<file path="src/tdma_slot_allocator_top_defines.svh">
// ---------------------------------------------------------------------------
// tdma slot allocator assertion macros
// shared concurrent assertion shorthands, clocked on clk_i, off in reset
// ---------------------------------------------------------------------------
`ifndef TDMA_SLOT_ALLOCATOR_TOP_DEFINES_SVH
`define TDMA_SLOT_ALLOCATOR_TOP_DEFINES_SVH

// same-cycle implication
`define TSA_ASSERT_NOW(lbl, pre, post, msg) \
  lbl: assert property (@(posedge clk_i) disable iff (!rst_ni) (pre) |-> (post)) \
    else $error(msg);

// next-cycle implication
`define TSA_ASSERT_NEXT(lbl, pre, post, msg) \
  lbl: assert property (@(posedge clk_i) disable iff (!rst_ni) (pre) |=> (post)) \
    else $error(msg);

`endif

</file>
<file path="src/tsa_pkg.sv">
// ---------------------------------------------------------------------------
// tdma slot allocator package
// field widths, operation and status codes, sequencer states
// ---------------------------------------------------------------------------
package tsa_pkg;

  // table sizes, fixed by the field widths below
  localparam int MAX_SLOTS = 32;
  localparam int MAX_NODES = 16;

  localparam int FuncW   = 3;
  localparam int NodeW   = 4;
  localparam int AmountW = 16;
  localparam int SlotW   = 5;
  localparam int StatusW = 2;
  localparam int HeldW   = 6;
  localparam int CfgW    = 6;
  localparam int InDataW  = 32;
  localparam int OutDataW = 16;
  localparam int ApbAddrW = 3;
  localparam int ApbDataW = 32;

  localparam logic [FuncW-1:0] FuncJoin    = 3'd0;
  localparam logic [FuncW-1:0] FuncClaim   = 3'd1;
  localparam logic [FuncW-1:0] FuncRequest = 3'd2;
  localparam logic [FuncW-1:0] FuncRelease = 3'd3;
  localparam logic [FuncW-1:0] FuncRead    = 3'd4;

  localparam logic [StatusW-1:0] StatOk       = 2'd0;
  localparam logic [StatusW-1:0] StatBadNode  = 2'd1;
  localparam logic [StatusW-1:0] StatRange    = 2'd2;
  localparam logic [StatusW-1:0] StatNoSlot   = 2'd3;

  localparam logic RegSlotsInUse = 1'b0;
  localparam logic [CfgW-1:0] SlotsInUseRst = 6'd32;

  typedef enum logic [4:0] {
    ST_IDLE,
    ST_SCAN_RD,
    ST_SCAN_EV,
    ST_POST,
    ST_CLAIM_WR,
    ST_ALC_RD,
    ST_ALC_EV,
    ST_CHK_W,
    ST_CHK_WD,
    ST_CHK_RD,
    ST_CHK_EV,
    ST_RB_CLR,
    ST_RB_W,
    ST_RB_WD,
    ST_FIN_RD,
    ST_FIN_EV,
    ST_DONE
  } tsa_state_e;

endpackage

</file>
<file path="src/tsa_cfg_regs.sv">
// ---------------------------------------------------------------------------
// tdma slot allocator configuration registers
// apb write/read of slots_in_use and clamping to the usable cycle length
// ---------------------------------------------------------------------------
module tsa_cfg_regs import tsa_pkg::*; (
  input  logic                          clk_i,
  input  logic                          rst_ni,
  input  logic                          psel,
  input  logic                          penable,
  input  logic                          pwrite,
  input  logic [ApbAddrW-1:0]           paddr,
  input  logic [ApbDataW-1:0]           pwdata,
  output logic [ApbDataW-1:0]           prdata,
  output logic                          pready,
  output logic [$clog2(MAX_SLOTS+1)-1:0] n_o
);

  localparam int CW = $clog2(MAX_SLOTS + 1);

  logic [CfgW-1:0] slots_q, slots_d;
  logic            wr_en;

  assign pready = 1'b1;
  assign wr_en  = psel && penable && pwrite && (paddr[2] == RegSlotsInUse);

  always_comb begin
    slots_d = slots_q;
    if (wr_en) begin
      slots_d = pwdata[CfgW-1:0];
    end
  end

  always_ff @(posedge clk_i or negedge rst_ni) begin
    if (!rst_ni) begin
      slots_q <= SlotsInUseRst;
    end else begin
      slots_q <= slots_d;
    end
  end

  assign prdata = (paddr[2] == RegSlotsInUse) ? {{(ApbDataW-CfgW){1'b0}}, slots_q} : '0;

  // cycle length clamped to 1..MAX_SLOTS
  always_comb begin
    if (slots_q == '0) begin
      n_o = CW'(1);
    end else if (32'(slots_q) > MAX_SLOTS) begin
      n_o = CW'(MAX_SLOTS);
    end else begin
      n_o = CW'(slots_q);
    end
  end

endmodule

</file>
<file path="src/tdma_slot_allocator_top.sv">
// ---------------------------------------------------------------------------
// tdma slot allocator
// owner table, freed marks and wanted counts for one tdma cycle
// ---------------------------------------------------------------------------
// One operation at a time. Each accepted beat runs a sequencer over two
// single-port memories with registered reads: the slot table (owner and
// freed mark per slot) and the wanted-count table per node. Every slot visit
// is a read, then a modify/write. A valid operation scans the n =
// slots_in_use slots once; a claim adds a write, a request that fits in spare
// slots adds an allocation pass, and a release checks each node with a
// nonzero wanted count up to the first unmet one. A table rebuild clears the
// n slots, then deals slots to the nodes round-robin. The result sits in an
// output register, so the next beat is taken while it waits. Reset clears
// the tables through per-entry valid bits, with no clearing pass.
`include "tdma_slot_allocator_top_defines.svh"

module tdma_slot_allocator_top import tsa_pkg::*; (
  input  logic                 clk_i,
  input  logic                 rst_ni,
  // in beat: func[2:0] node[6:3] amount[22:7] slot[27:23], zero fill
  input  logic                 s_axis_tvalid,
  output logic                 s_axis_tready,
  input  logic [InDataW-1:0]   s_axis_tdata,
  // out beat: status[1:0] owner[5:2] freed[6] held_count[12:7] rebuilt[13]
  output logic                 m_axis_tvalid,
  input  logic                 m_axis_tready,
  output logic [OutDataW-1:0]  m_axis_tdata,
  // configuration
  input  logic                 psel,
  input  logic                 penable,
  input  logic                 pwrite,
  input  logic [ApbAddrW-1:0]  paddr,
  input  logic [ApbDataW-1:0]  pwdata,
  output logic [ApbDataW-1:0]  prdata,
  output logic                 pready
);

  localparam int CW  = $clog2(MAX_SLOTS + 1);
  localparam int SW  = (MAX_SLOTS > 1) ? $clog2(MAX_SLOTS) : 1;
  localparam int NIW = (MAX_NODES > 1) ? $clog2(MAX_NODES) : 1;
  localparam int EW  = NodeW + 1;  // slot entry: freed mark above owner

  // cycle length from the config block
  logic [CW-1:0] n;

  tsa_cfg_regs u_cfg (
    .clk_i  (clk_i),
    .rst_ni (rst_ni),
    .psel   (psel),
    .penable(penable),
    .pwrite (pwrite),
    .paddr  (paddr),
    .pwdata (pwdata),
    .prdata (prdata),
    .pready (pready),
    .n_o    (n)
  );

  // input fields
  logic [FuncW-1:0]   in_func;
  logic [NodeW-1:0]   in_node;
  logic [AmountW-1:0] in_amount;
  logic [SlotW-1:0]   in_slot;
  logic               in_node_ok;
  logic               s_acc;

  assign in_func    = s_axis_tdata[2:0];
  assign in_node    = s_axis_tdata[6:3];
  assign in_amount  = s_axis_tdata[22:7];
  assign in_slot    = s_axis_tdata[27:23];
  assign in_node_ok = (in_node != '0) && (32'(in_node) < MAX_NODES);
  assign s_acc      = s_axis_tvalid && s_axis_tready;

  // sequencer and working registers
  tsa_state_e state_q, state_d;

  logic [FuncW-1:0]   func_q, func_d;
  logic [NodeW-1:0]   node_q, node_d;
  logic [AmountW-1:0] amount_q, amount_d;
  logic [SlotW-1:0]   slot_q, slot_d;
  logic               node_ok_q, node_ok_d;
  logic [CW-1:0]      idx_q, idx_d;
  logic [CW-1:0]      held_q, held_d;
  logic [CW-1:0]      cnt_q, cnt_d;      // spare count, later owner count
  logic [SW-1:0]      fu_q, fu_d;        // first unowned slot
  logic               fu_found_q, fu_found_d;
  logic               fu_freed_q, fu_freed_d;
  logic [NodeW-1:0]   old_owner_q, old_owner_d;
  logic               old_freed_q, old_freed_d;
  logic [CW-1:0]      need_q, need_d;
  logic [NIW-1:0]     j_q, j_d;          // node walker for check and rebuild
  logic [CW-1:0]      wantj_q, wantj_d;
  logic [CW-1:0]      round_q, round_d;
  logic [CW-1:0]      filled_q, filled_d;
  logic               any_q, any_d;
  logic [StatusW-1:0] status_q, status_d;
  logic               rebuilt_q, rebuilt_d;
  logic [SW-1:0]      addr_q, addr_d;
  logic               addr_ok_q, addr_ok_d;
  logic [NodeW-1:0]   res_owner_q, res_owner_d;
  logic               res_freed_q, res_freed_d;

  // slot table memory
  logic [EW-1:0]        slot_mem [MAX_SLOTS];
  logic [MAX_SLOTS-1:0] slot_vld_q;
  logic                 s_re, s_we;
  logic [SW-1:0]        s_ra, s_wa;
  logic [EW-1:0]        s_wd;
  logic [EW-1:0]        s_rd_q;
  logic                 s_rv_q;

  // wanted-count memory
  logic [CW-1:0]        want_mem [MAX_NODES];
  logic [MAX_NODES-1:0] want_vld_q;
  logic                 w_re, w_we;
  logic [NIW-1:0]       w_ra, w_wa;
  logic [CW-1:0]        w_wd;
  logic [CW-1:0]        w_rd_q;
  logic                 w_rv_q;

  // output register
  logic                m_tvalid_q;
  logic [OutDataW-1:0] m_tdata_q;
  logic                out_free;

  // read data, never-written entries read as reset value
  logic [NodeW-1:0] e_owner;
  logic             e_freed;
  logic [CW-1:0]    e_want;
  logic             e_spare;
  logic [CW-1:0]    idx_inc;
  logic             scan_end;
  logic             slot_in;
  logic             j_last;
  logic [CW-1:0]    want_clamp;
  logic             give;
  logic [CW-1:0]    filled_inc;
  logic [CW-1:0]    chk_cnt;

  assign e_owner    = s_rv_q ? s_rd_q[NodeW-1:0] : '0;
  assign e_freed    = s_rv_q ? s_rd_q[NodeW] : 1'b0;
  assign e_want     = w_rv_q ? w_rd_q : '0;
  assign e_spare    = e_freed || (e_owner == '0);
  assign idx_inc    = idx_q + CW'(1);
  assign scan_end   = (idx_inc == n);
  assign slot_in    = 32'(slot_q) < 32'(n);
  assign j_last     = (j_q == NIW'(MAX_NODES - 1));
  assign want_clamp = (32'(amount_q) > 32'(n)) ? n : CW'(amount_q);
  assign give       = e_want > round_q;
  assign filled_inc = filled_q + CW'(1);
  assign chk_cnt    = cnt_q + CW'(e_owner == NodeW'(j_q));
  assign out_free   = !m_tvalid_q || m_axis_tready;

  assign s_axis_tready = (state_q == ST_IDLE);

  // next state
  always_comb begin
    state_d = state_q;
    unique case (state_q)
      ST_IDLE: begin
        if (s_acc) begin
          if (in_func > FuncRead) begin
            state_d = ST_DONE;
          end else if (in_func != FuncRead && !in_node_ok) begin
            state_d = ST_DONE;
          end else begin
            state_d = ST_SCAN_RD;
          end
        end
      end
      ST_SCAN_RD: state_d = ST_SCAN_EV;
      ST_SCAN_EV: state_d = scan_end ? ST_POST : ST_SCAN_RD;
      ST_POST: begin
        unique case (func_q)
          FuncClaim:   state_d = slot_in ? ST_CLAIM_WR : ST_FIN_RD;
          FuncRequest: begin
            if (want_clamp > held_q) begin
              state_d = ((want_clamp - held_q) > cnt_q) ? ST_RB_CLR : ST_ALC_RD;
            end else begin
              state_d = ST_FIN_RD;
            end
          end
          FuncRelease: state_d = ST_CHK_W;
          default:     state_d = ST_FIN_RD;
        endcase
      end
      ST_CLAIM_WR: state_d = ST_FIN_RD;
      ST_ALC_RD:   state_d = ST_ALC_EV;
      ST_ALC_EV: begin
        if (scan_end || (e_spare && need_q == CW'(1))) begin
          state_d = ST_FIN_RD;
        end else begin
          state_d = ST_ALC_RD;
        end
      end
      ST_CHK_W: state_d = ST_CHK_WD;
      ST_CHK_WD: begin
        if (e_want == '0) begin
          state_d = j_last ? ST_FIN_RD : ST_CHK_W;
        end else begin
          state_d = ST_CHK_RD;
        end
      end
      ST_CHK_RD: state_d = ST_CHK_EV;
      ST_CHK_EV: begin
        if (scan_end) begin
          if (wantj_q > chk_cnt) begin
            state_d = ST_RB_CLR;
          end else begin
            state_d = j_last ? ST_FIN_RD : ST_CHK_W;
          end
        end else begin
          state_d = ST_CHK_RD;
        end
      end
      ST_RB_CLR: state_d = scan_end ? ST_RB_W : ST_RB_CLR;
      ST_RB_W:   state_d = ST_RB_WD;
      ST_RB_WD: begin
        if (give && filled_inc == n) begin
          state_d = ST_FIN_RD;
        end else if (j_last) begin
          state_d = (any_q || give) ? ST_RB_W : ST_FIN_RD;
        end else begin
          state_d = ST_RB_W;
        end
      end
      ST_FIN_RD: state_d = ST_FIN_EV;
      ST_FIN_EV: state_d = ST_DONE;
      ST_DONE:   state_d = out_free ? ST_IDLE : ST_DONE;
      default:   state_d = ST_IDLE;
    endcase
  end

  // datapath and memory ports
  always_comb begin
    func_d      = func_q;
    node_d      = node_q;
    amount_d    = amount_q;
    slot_d      = slot_q;
    node_ok_d   = node_ok_q;
    idx_d       = idx_q;
    held_d      = held_q;
    cnt_d       = cnt_q;
    fu_d        = fu_q;
    fu_found_d  = fu_found_q;
    fu_freed_d  = fu_freed_q;
    old_owner_d = old_owner_q;
    old_freed_d = old_freed_q;
    need_d      = need_q;
    j_d         = j_q;
    wantj_d     = wantj_q;
    round_d     = round_q;
    filled_d    = filled_q;
    any_d       = any_q;
    status_d    = status_q;
    rebuilt_d   = rebuilt_q;
    addr_d      = addr_q;
    addr_ok_d   = addr_ok_q;
    res_owner_d = res_owner_q;
    res_freed_d = res_freed_q;
    s_re = 1'b0;
    s_ra = idx_q[SW-1:0];
    s_we = 1'b0;
    s_wa = idx_q[SW-1:0];
    s_wd = '0;
    w_re = 1'b0;
    w_ra = j_q;
    w_we = 1'b0;
    w_wa = NIW'(node_q);
    w_wd = want_clamp;

    unique case (state_q)
      ST_IDLE: begin
        if (s_acc) begin
          func_d      = in_func;
          node_d      = in_node;
          amount_d    = in_amount;
          slot_d      = in_slot;
          node_ok_d   = in_node_ok;
          idx_d       = '0;
          held_d      = '0;
          cnt_d       = '0;
          fu_found_d  = 1'b0;
          old_owner_d = '0;
          old_freed_d = 1'b0;
          rebuilt_d   = 1'b0;
          addr_ok_d   = 1'b0;
          res_owner_d = '0;
          res_freed_d = 1'b0;
          status_d    = StatOk;
          if (in_func <= FuncRelease && !in_node_ok) begin
            status_d = StatBadNode;
          end
        end
      end
      ST_SCAN_RD: s_re = 1'b1;
      ST_SCAN_EV: begin
        if (node_ok_q && e_owner == node_q) begin
          held_d = held_q + CW'(1);
        end
        if (e_spare) begin
          cnt_d = cnt_q + CW'(1);
        end
        if (!fu_found_q && e_owner == '0) begin
          fu_d       = idx_q[SW-1:0];
          fu_found_d = 1'b1;
          fu_freed_d = e_freed;
        end
        if (32'(idx_q) == 32'(slot_q)) begin
          old_owner_d = e_owner;
          old_freed_d = e_freed;
        end
        // release marks the node's slots freed on the way
        if (func_q == FuncRelease && e_owner == node_q) begin
          s_we = 1'b1;
          s_wd = {1'b1, e_owner};
        end
        idx_d = idx_inc;
      end
      ST_POST: begin
        case (func_q)
          FuncJoin: begin
            if (fu_found_q) begin
              s_we      = 1'b1;
              s_wa      = fu_q;
              s_wd      = {fu_freed_q, node_q};
              addr_d    = fu_q;
              addr_ok_d = 1'b1;
            end else begin
              status_d = StatNoSlot;
            end
          end
          FuncClaim: begin
            if (!slot_in) begin
              status_d = StatRange;
            end else begin
              // displaced owner moves to the first unowned slot
              if (old_owner_q != '0 && old_owner_q != node_q) begin
                if (fu_found_q) begin
                  s_we = 1'b1;
                  s_wa = fu_q;
                  s_wd = {fu_freed_q, old_owner_q};
                end else begin
                  status_d = StatNoSlot;
                end
              end
              addr_d    = SW'(slot_q);
              addr_ok_d = 1'b1;
            end
          end
          FuncRequest: begin
            w_we      = 1'b1;
            addr_d    = SW'(slot_q);
            addr_ok_d = slot_in;
            idx_d     = '0;
            if (want_clamp > held_q) begin
              rebuilt_d = 1'b1;
              need_d    = want_clamp - held_q;
              j_d       = NIW'(1);
              round_d   = '0;
              filled_d  = '0;
              any_d     = 1'b0;
            end
          end
          FuncRelease: begin
            addr_d    = SW'(slot_q);
            addr_ok_d = slot_in;
            j_d       = NIW'(1);
          end
          default: begin
            if (slot_in) begin
              addr_d    = SW'(slot_q);
              addr_ok_d = 1'b1;
            end else begin
              status_d = StatRange;
            end
          end
        endcase
      end
      ST_CLAIM_WR: begin
        s_we = 1'b1;
        s_wa = SW'(slot_q);
        s_wd = {old_freed_q, node_q};
      end
      ST_ALC_RD: s_re = 1'b1;
      ST_ALC_EV: begin
        if (e_spare) begin
          s_we   = 1'b1;
          s_wd   = {1'b0, node_q};
          need_d = need_q - CW'(1);
        end
        idx_d = idx_inc;
      end
      ST_CHK_W: w_re = 1'b1;
      ST_CHK_WD: begin
        wantj_d = e_want;
        idx_d   = '0;
        cnt_d   = '0;
        if (e_want == '0 && !j_last) begin
          j_d = j_q + NIW'(1);
        end
      end
      ST_CHK_RD: s_re = 1'b1;
      ST_CHK_EV: begin
        cnt_d = chk_cnt;
        idx_d = idx_inc;
        if (scan_end) begin
          if (wantj_q > chk_cnt) begin
            // unmet request: rebuild from a clean table
            rebuilt_d = 1'b1;
            idx_d     = '0;
            j_d       = NIW'(1);
            round_d   = '0;
            filled_d  = '0;
            any_d     = 1'b0;
          end else if (!j_last) begin
            j_d = j_q + NIW'(1);
          end
        end
      end
      ST_RB_CLR: begin
        s_we  = 1'b1;
        s_wd  = '0;
        idx_d = idx_inc;
      end
      ST_RB_W: w_re = 1'b1;
      ST_RB_WD: begin
        if (give) begin
          s_we     = 1'b1;
          s_wa     = filled_q[SW-1:0];
          s_wd     = {1'b0, NodeW'(j_q)};
          filled_d = filled_inc;
          any_d    = 1'b1;
        end
        if (j_last) begin
          j_d     = NIW'(1);
          round_d = round_q + CW'(1);
          any_d   = 1'b0;
        end else begin
          j_d = j_q + NIW'(1);
        end
      end
      ST_FIN_RD: begin
        s_re = addr_ok_q;
        s_ra = addr_q;
      end
      ST_FIN_EV: begin
        res_owner_d = addr_ok_q ? e_owner : '0;
        res_freed_d = addr_ok_q ? e_freed : 1'b0;
      end
      ST_DONE: ;
      default: ;
    endcase
  end

  always_ff @(posedge clk_i or negedge rst_ni) begin
    if (!rst_ni) begin
      state_q <= ST_IDLE;
    end else begin
      state_q <= state_d;
    end
  end

  always_ff @(posedge clk_i) begin
    func_q      <= func_d;
    node_q      <= node_d;
    amount_q    <= amount_d;
    slot_q      <= slot_d;
    node_ok_q   <= node_ok_d;
    idx_q       <= idx_d;
    held_q      <= held_d;
    cnt_q       <= cnt_d;
    fu_q        <= fu_d;
    fu_found_q  <= fu_found_d;
    fu_freed_q  <= fu_freed_d;
    old_owner_q <= old_owner_d;
    old_freed_q <= old_freed_d;
    need_q      <= need_d;
    j_q         <= j_d;
    wantj_q     <= wantj_d;
    round_q     <= round_d;
    filled_q    <= filled_d;
    any_q       <= any_d;
    status_q    <= status_d;
    rebuilt_q   <= rebuilt_d;
    addr_q      <= addr_d;
    addr_ok_q   <= addr_ok_d;
    res_owner_q <= res_owner_d;
    res_freed_q <= res_freed_d;
  end

  // slot table: data array plus reset-cleared valid bits
  always_ff @(posedge clk_i) begin
    if (s_we) begin
      slot_mem[s_wa] <= s_wd;
    end
    if (s_re) begin
      s_rd_q <= slot_mem[s_ra];
    end
  end

  always_ff @(posedge clk_i or negedge rst_ni) begin
    if (!rst_ni) begin
      slot_vld_q <= '0;
      s_rv_q     <= 1'b0;
    end else begin
      if (s_we) begin
        slot_vld_q[s_wa] <= 1'b1;
      end
      if (s_re) begin
        s_rv_q <= slot_vld_q[s_ra];
      end
    end
  end

  // wanted-count table
  always_ff @(posedge clk_i) begin
    if (w_we) begin
      want_mem[w_wa] <= w_wd;
    end
    if (w_re) begin
      w_rd_q <= want_mem[w_ra];
    end
  end

  always_ff @(posedge clk_i or negedge rst_ni) begin
    if (!rst_ni) begin
      want_vld_q <= '0;
      w_rv_q     <= 1'b0;
    end else begin
      if (w_we) begin
        want_vld_q[w_wa] <= 1'b1;
      end
      if (w_re) begin
        w_rv_q <= want_vld_q[w_ra];
      end
    end
  end

  // result beat register
  always_ff @(posedge clk_i or negedge rst_ni) begin
    if (!rst_ni) begin
      m_tvalid_q <= 1'b0;
    end else if (state_q == ST_DONE && out_free) begin
      m_tvalid_q <= 1'b1;
    end else if (m_axis_tready) begin
      m_tvalid_q <= 1'b0;
    end
  end

  always_ff @(posedge clk_i) begin
    if (state_q == ST_DONE && out_free) begin
      m_tdata_q <= {2'b00, rebuilt_q, HeldW'(held_q), res_freed_q, res_owner_q, status_q};
    end
  end

  assign m_axis_tvalid = m_tvalid_q;
  assign m_axis_tdata  = m_tdata_q;

  `TSA_ASSERT_NEXT(a_accept_leaves_idle, s_axis_tvalid && s_axis_tready, state_q != ST_IDLE, "accepted beat did not start the sequencer")
  `TSA_ASSERT_NOW(a_slot_no_rw_clash, s_we && s_re, s_wa != s_ra, "slot table read and write hit one entry")
  `TSA_ASSERT_NOW(a_walk_in_range, state_q == ST_SCAN_RD || state_q == ST_ALC_RD || state_q == ST_CHK_RD || state_q == ST_RB_CLR, idx_q < n, "slot walker beyond cycle length")
  `TSA_ASSERT_NEXT(a_done_waits, state_q == ST_DONE && m_tvalid_q && !m_axis_tready, state_q == ST_DONE, "result dropped while output register full")

endmodule
</file>
<file path="config.mk">
export PLATFORM = sky130hd
export DESIGN_NAME = tdma_slot_allocator_top
export DESIGN_NICKNAME = d
export VERILOG_FILES = /design/src/tsa_pkg.sv /design/src/tsa_cfg_regs.sv /design/src/tdma_slot_allocator_top.sv
export VERILOG_INCLUDE_DIRS = /design/src /design/src/src
export SDC_FILE = /design/constraint.sdc
export NUM_CORES = 1
export LEC_CHECK = 0
export ABC_AREA = 1
export BUFFER_PORTS_ARGS = -buffer_cell sky130_fd_sc_hd__buf_2
export CAP_MARGIN = 20
export CELL_PAD_IN_SITES_DETAIL_PLACEMENT = 0
export CELL_PAD_IN_SITES_GLOBAL_PLACEMENT = 1
export CORE_MARGIN = 10
export CORE_UTILIZATION = 49
export DETAILED_ROUTE_END_ITERATION = 10
export PLACE_DENSITY_LB_ADDON = 0.1
export SLEW_MARGIN = 20
export SYNTH_ARGS = -nofsm -noshare
export SYNTH_HDL_FRONTEND = slang
export SYNTH_HIERARCHICAL = 1
export SYNTH_SLANG_ARGS = --single-unit
</file>
<file path="constraint.sdc">
create_clock -name clk_i -period 5.3 [get_ports clk_i]
set_clock_uncertainty 0.05 [all_clocks]
set_input_delay 0.265 -clock clk_i [delete_from_list [all_inputs] [get_ports clk_i]]
set_output_delay 0.265 -clock clk_i [all_outputs]
set_load 0.005 [all_outputs]
</file>
=== Word-level counts from Yosys, hierarchy flattened ===
Memory sizes are Yosys's and may differ from the RTL's. A register that Yosys moved wholly into a read port is not among the register bits.
Cells that the tools add are included.

* Register bits after elaboration: 178
* Bits in writable memories: 256
* Input port bits: 74
* Output and inout port bits: 51
* Logic and storage cells: 313
* Memories: 2

{| class="wikitable"
|+ Memories
! memory !! words !! width !! read ports !! clocked after memory_dff !! write ports !! RTL line !! RTL
|-
| slot_mem || 32 || 5 || 1 || 1 || 1 || tdma_slot_allocator_top.sv:104 || <nowiki>logic [EW-1:0] slot_mem [MAX_SLOTS];</nowiki>
|-
| want_mem || 16 || 6 || 1 || 1 || 1 || tdma_slot_allocator_top.sv:113 || <nowiki>logic [CW-1:0] want_mem [MAX_NODES];</nowiki>
|}

* $add $sub $neg: 9
* Magnitude comparators: 15
* Equality and inequality tests: 51
* Mux-type cells: 136
* Bitwise gates (word level): 3
* Reductions and logical operators: 64

{| class="wikitable"
|+ Operators with widths
! cell !! count
|-
| $mux W6 || 20
|-
| $mux W5 || 17
|-
| $pmux W5 S17 || 1
|-
| $mux W4 || 19
|-
| $eq A5 B4 Y1 const B || 8
|-
| $mux W1 || 37
|-
| $pmux W6 S3 || 2
|-
| $or A32 B32 Y32 || 1
|-
| $add A6 B1 Y6 const B || 5
|-
| $pmux W5 S2 || 3
|-
| $pmux W6 S5 || 1
|-
| $reduce_and A6 Y1 || 5
|-
| $ne A2 B2 Y1 const B || 14
|-
| $pmux W5 S5 || 1
|-
| $gt A6 B6 Y1 || 4
|-
| $pmux W4 S2 || 3
|-
| $pmux W6 S2 || 2
|-
| $pmux W6 S4 || 1
|-
| $eq A5 B3 Y1 const B || 4
|-
| $mux W2 || 9
|-
| $ne A3 B3 Y1 const B || 6
|-
| $reduce_and A3 Y1 || 6
|-
| $gt A16 B6 Y1 || 1
|-
| $logic_and A1 B1 Y1 || 16
|-
| 55 further kinds || 92
|}

=== Longest topological paths before layout ===
* Depth after elaboration: 12
* Depth in mapped cells: 34
* Gate-level depth less buffers: 34

=== Cells and area by module ===
The synthesis kept the hierarchy.

{| class="wikitable"
|+ Modules (own cells, without submodules)
! module !! instances !! cells each !! area each (um^2) !! sequential area each (um^2)
|-
| tdma_slot_allocator_top || 1 || 1,909 || 20,726.1 || 12,902.4
|-
| tsa_cfg_regs || 1 || 78 || 601.8 || 151.4
|}

=== Worst setup path before layout ===
No wires, ideal clock.

* Path kind: register to register
* Start point: register u_cfg.slots_q[1]
* End point: register state_q[3]
* Arrival time: 4.617 ns
* Data required time: 5.117 ns
* Setup slack: 0.500 ns
* Cell stages (with the launch flop): 33
* Path buffers: 1
* Period minus slack after synthesis: 4.800 ns
* Cell sequence: dfrtp_1 > nor2_1 > nand3_1 > a21oi_1 > inv_1 > ha_1 > inv_1 > nor2_1 > nor2_1 > o21ai_0 > o21ai_0 > nand4_1 > nand2_1 > clkbuf_1 > o21ai_0 > ha_1 > nand3_1 > nand2_1 > a21oi_1 > nor2_1 > nor2_1 > xnor2_1 > ha_1 > nand2_1 > inv_1 > nand3_1 > o221ai_1 > nand2_1 > nand2_1 > nand2_1 > o21ai_0 > inv_1 > nand4_1

* Cells in the longest elaborated chain, start to end: 11
* Elaborated cells between the ends (all ways): 19
* Those cells by class: add/sub (1); order compare (5); eq/ne (1); mux (10); reduce/logical (2)

{| class="wikitable"
|+ Ends and longest elaborated chain
! element !! RTL line !! RTL
|-
| from (decl) || tsa_cfg_regs.sv:20 || <nowiki>logic [CfgW-1:0] slots_q, slots_d;</nowiki>
|-
| from (signal assigned) || tsa_cfg_regs.sv:35 || <nowiki>slots_q <= SlotsInUseRst;</nowiki>
|-
| from (signal assigned) || tsa_cfg_regs.sv:37 || <nowiki>slots_q <= slots_d;</nowiki>
|-
| $gt A6 B6 Y1 || tsa_cfg_regs.sv:47 || <nowiki>end else if (32'(slots_q) > MAX_SLOTS) begin</nowiki>
|-
| $mux W6 || tsa_cfg_regs.sv:47 ||
|-
| $mux W6 * || tsa_cfg_regs.sv:45 || <nowiki>if (slots_q == '0) begin</nowiki>
|-
| via n[1] || tdma_slot_allocator_top.sv:44 || <nowiki>logic [CW-1:0] n;</nowiki>
|-
| $gt A16 B6 Y1 || tdma_slot_allocator_top.sv:148 || <nowiki>assign want_clamp = (32'(amount_q) > 32'(n)) ? n : CW'(amount_q);</nowiki>
|-
| $mux W6 * || tdma_slot_allocator_top.sv:148 ||
|-
| via w_wd[1] || tdma_slot_allocator_top.sv:117 || <nowiki>logic [CW-1:0] w_wd;</nowiki>
|-
| $sub A6 B6 Y6 || tdma_slot_allocator_top.sv:178 || <nowiki>state_d = ((want_clamp - held_q) > cnt_q) ? ST_RB_CLR : ST_ALC_RD;</nowiki>
|-
| $gt A6 B6 Y1 || tdma_slot_allocator_top.sv:178 ||
|-
| $mux W4 || tdma_slot_allocator_top.sv:178 ||
|-
| $mux W4 * || tdma_slot_allocator_top.sv:177 || <nowiki>if (want_clamp > held_q) begin</nowiki>
|-
| $pmux W4 S3 * || tdma_slot_allocator_top.sv:174 || <nowiki>unique case (func_q)</nowiki>
|-
| $pmux W5 S17 * || tdma_slot_allocator_top.sv:159 || <nowiki>unique case (state_q)</nowiki>
|-
| to (signal assigned) || tdma_slot_allocator_top.sv:460 || <nowiki>state_q <= state_d;</nowiki>
|-
| to (decl) || tdma_slot_allocator_top.sv:75 || <nowiki>tsa_state_e state_q, state_d;</nowiki>
|}

The timed path passes the listed nets; every way through them passes the cells marked *.
A chain may end at the register's enable or synchronous reset.

=== Worst setup path after layout ===
* Start point: register u_cfg.slots_q[1]
* End point: register state_q[3]

* Cells in the longest elaborated chain, start to end: 11
* Elaborated cells between the ends (all ways): 19
* Those cells by class: add/sub (1); order compare (5); eq/ne (1); mux (10); reduce/logical (2)

{| class="wikitable"
|+ Ends and longest elaborated chain
! element !! RTL line
|-
| $gt A6 B6 Y1 || tsa_cfg_regs.sv:47
|-
| $mux W6 || tsa_cfg_regs.sv:47
|-
| $mux W6 * || tsa_cfg_regs.sv:45
|-
| via n[1] || tdma_slot_allocator_top.sv:44
|-
| $gt A16 B6 Y1 || tdma_slot_allocator_top.sv:148
|-
| $mux W6 || tdma_slot_allocator_top.sv:148
|-
| $sub A6 B6 Y6 || tdma_slot_allocator_top.sv:178
|-
| $gt A6 B6 Y1 || tdma_slot_allocator_top.sv:178
|-
| $mux W4 || tdma_slot_allocator_top.sv:178
|-
| $mux W4 || tdma_slot_allocator_top.sv:177
|-
| $pmux W4 S3 || tdma_slot_allocator_top.sv:174
|-
| $pmux W5 S17 * || tdma_slot_allocator_top.sv:159
|}

Marks and branches as above.

==> flow_metrics.tcl <==
set metrics [dict create \
    cp_num_buf_inv 5 \
    reg2reg_depth 32 \
    seqCellArea_um2 13100 \
    fp.dieH_um 229 \
    fin_setup_tns_ns 0 \
    postLayoutCoreUtil_pct 56.2 \
    synth-edff-count 383 \
    antenna_found_initial 0 \
    fillers 3761 \
    die_width_um 229 \
    drt.antenna.violating_nets 0 \
    clock.fmax_mhz 211 \
    via_count_of_the_first_global_routing_pass 14600 \
    synth-seq-cells 445 \
    dp_worst_setup_slack_ns 0.527 \
    viasPerCell 5.48 \
    dr.first_iter.drc_count 1440 \
    max_stage_delay_ns 0.41 \
    drt_wl_total_um 57000 \
    critical_path_required_ns 5.70 \
    worstHoldStart "penable" \
    nNetsFinal 2221 \
    critPathTopFamily "simple AND/OR/NAND/NOR gates" \
    yosys_warnings 6 \
    post_synth_instance_area_um2 21300 \
    endpoint_kind_of_the_worst_setup_timing_path "flip-flop" \
    postSynth.asyncResetShare_pct 13.9 \
    syn-mean-instance-area_um2 10.7 \
    hp-class "in2reg" \
    power.static_leakage_nw 9.60 \
    cts_sinks 445 \
    design.core.area_um2 43100 \
    ir_drop_mv 0.366 \
    worst_r2r_endpoint "state_q[3]" \
    cts_tree "built" \
    cts-htree-levels 2 \
    fraction_of_layout_cells_with_a_size_suffix_above_1_pct 16.2 \
    grt_util_all_layers_pct 21.5 \
    relSlewSlack_pct 34.9 \
    synthFlopType "sky130_fd_sc_hd__edfxtp_1" \
    hold_ws_ns 0.0349 \
    cts.path.max_buffers 3 \
    worstSetupPathDepth 32 \
    overall_via_count_from_detail_route 14900 \
    cap_violations 0 \
    setup.worst_path.start_class "flip-flop" \
    worstSetupEndpoint "state_q[3]" \
    remaining_global_route_overflow 0 \
    route.detailed.drc 0 \
    top_level_ports 125 \
    timing.critical_path.from "u_cfg/slots_q[1]" \
    actual_slew_at_the_worst_max_slew_pin_ns 0.970 \
    crit_path_frequent_cell "sky130_fd_sc_hd__nand2_1" \
    multi_input_logic_area_um2 7020 \
    antennaDiodeCount 0 \
    final-setup-viol-count 0 \
    worstPathArrival_ns 5.13 \
    final.min_clock_period_ns 4.73 \
    outcome "complete, no violations" \
    post-dp-hpwl_um 39600 \
    fp.dieArea_um2 52300 \
    maxSlewViolCount 0 \
    yosysSeqAreaShare_pct 61.2 \
    synthesis.instances 1987 \
    worst_skew_pair.late_latency_ns 0.61 \
    worst_slack_ns 0.570 \
    cts_root_buf "sky130_fd_sc_hd__clkbuf_16" \
    setup.reg_to_reg.worst_slack_ns 0.57 \
    hold_violations 0 \
    row_count 76 \
    setup_repair_after_global_routing_missed_its_margin "false" \
    slowest_stage "sky130_fd_sc_hd__fa_1" \
    cts_inserted_buffers 48 \
    power_per_cell_area_nw_per_um2 559 \
    synthDistinctLibCells 59 \
    final_min_period_over_clock_period_pct 89.3 \
    regToRegStartpoint "u_cfg/slots_q[1]" \
    wire_length_of_the_first_global_routing_pass_um 87400 \
    clk_pin_slew_worst_paths_ns 0.06 \
    path_class "reg2reg" \
    post_drt_wl_per_cell_um 20.9 \
    gp_routability_congestion 0.927 \
    initial_utilization_pct 49.5 \
    drt_first_pass_iters 5 \
    worstPathMaxFanout 11 \
    syn_to_final_growth_pct 13.5 \
    pin_count_of_the_biggest_net_entering_global_routing 79 \
    place.port_buffers 63 \
]
## cell families after synthesis
family	share of synthesized area, %
adder cells (fa/ha/maj)	2.68
XOR/XNOR	1.48
buffers and inverters	6.52
other	0.0528
AND/OR/NAND/NOR	16.8
flip-flops	61.2
AO/OA/AOI/OAI	11.3
## synthesized netlist by cell type, drive strengths merged (5+ instances only)
cell type	number	area, µm²
a21oi	46	241
a311oi	5	43.8
buf	61	463
clkbuf	39	148
dfrtp	61	1530
edfxtp	383	11500
ha	44	551
inv	204	771
nand2	337	1320
nand3	117	658
nand4	22	159
nor2	238	958
nor3	14	70.1
nor4	9	56.3
o2111ai	8	70.1
o211ai	94	846
o21ai	152	798
o21bai	16	143
o221ai	6	52.6
o22ai	22	138
or2	52	325
xnor2	9	78.8
xor2	27	236
## layer usage
layer	vias to the layer above	wire, µm	track usage, %	share of wire, %
met5	-	0	0	0
met4	0	1020	5.62	1.8
met3	68	3430	3.45	6.0
met2	413	27000	34.6	47
met1	7368	25500	29.8	45
li1	7092	-	-	-
## through the flow
| step | total power [mW] | cell area [µm²] | cells |
|---|---|---|---|
| after floorplan | 8.42 | 21400 | 2013 |
| after global placement | 10.0 | 22200 | 2599 |
| after detailed placement | 10.1 | 22200 | 2599 |
| after CTS | 13.6 | 24200 | 2726 |
| after global routing | 14.3 | 24200 | 2726 |
| final | 13.5 | 24200 | 2726 |
## flip-flops by register name (all words and copies together) (netlist names), 5 cells and up
name and flops:
round_q 6, slot_vld_q 32, amount_q 16, cnt_q 6, want_mem 96, wantj_q 6
addr_q 5, state_q 5, u_cfg/slots_q 6, slot_q 5, filled_q 6, fu_q 5
want_vld_q 16, need_q 6, s_rd_q 5, held_q 6, slot_mem 160, m_axis_tdata 14
idx_q 6, w_rd_q 6
## cells in the final DEF, fill, tap and decap left out, drive strengths merged, types with 16 or more instances in the layout
master and n:
edfxtp 383, inv 207, dfrtp 61, dlygate4sd3 38, clkbuf 60, nand4 22, nand3 117, ha 44
o21ai 152, conb 29, buf 101, nand2 337, o21bai 16, clkinv 17, or2 52, a21oi 46
o211ai 94, xor2 27, nor2 238, o22ai 22
## cell type report
class	count	area share [%]
flip-flops and latches	445	53.9
multi-input cells	1262	29.0
clock buffers	60	5.27
repair buffers	139	4.11
inverters	206	3.22
well taps	585	3.02
clock inverters	29	1.40
## tightest hold or removal path: stages
cell and delay (ns):
sky130_fd_sc_hd__buf_2 0.11, sky130_fd_sc_hd__nand4_4 0.19, sky130_fd_sc_hd__o21ai_2 0.06
## how the worst min path moves through the flow
stage	to	slack [ns]	cells past startpoint
after floorplan	m_axis_tvalid	-0.08	0
after global placement	m_axis_tdata[6]	0.36	0
after detailed placement	m_axis_tdata[6]	0.36	0
after CTS	u_cfg/slots_q[1]	0.007	3
after global routing	u_cfg/slots_q[0]	0.05	3
final	u_cfg/slots_q[1]	0.03	3
## power by group
group / internal [mW] / leakage (nW) / switching [mW]
logic: 1.56 / 4.48 / 3.65
registers: 4.56 / 4.34 / 0.316
clock network: 2.02 / 0.776 / 1.43
## what timing repair did
item,CTS,global route
hold buffers,38,0
hold endpoints to repair,97,0
endpoints found under the setup margin,0,2
buffers inserted,0,0
gates resized for setup,0,1
Power figures use the tool's default switching activity.
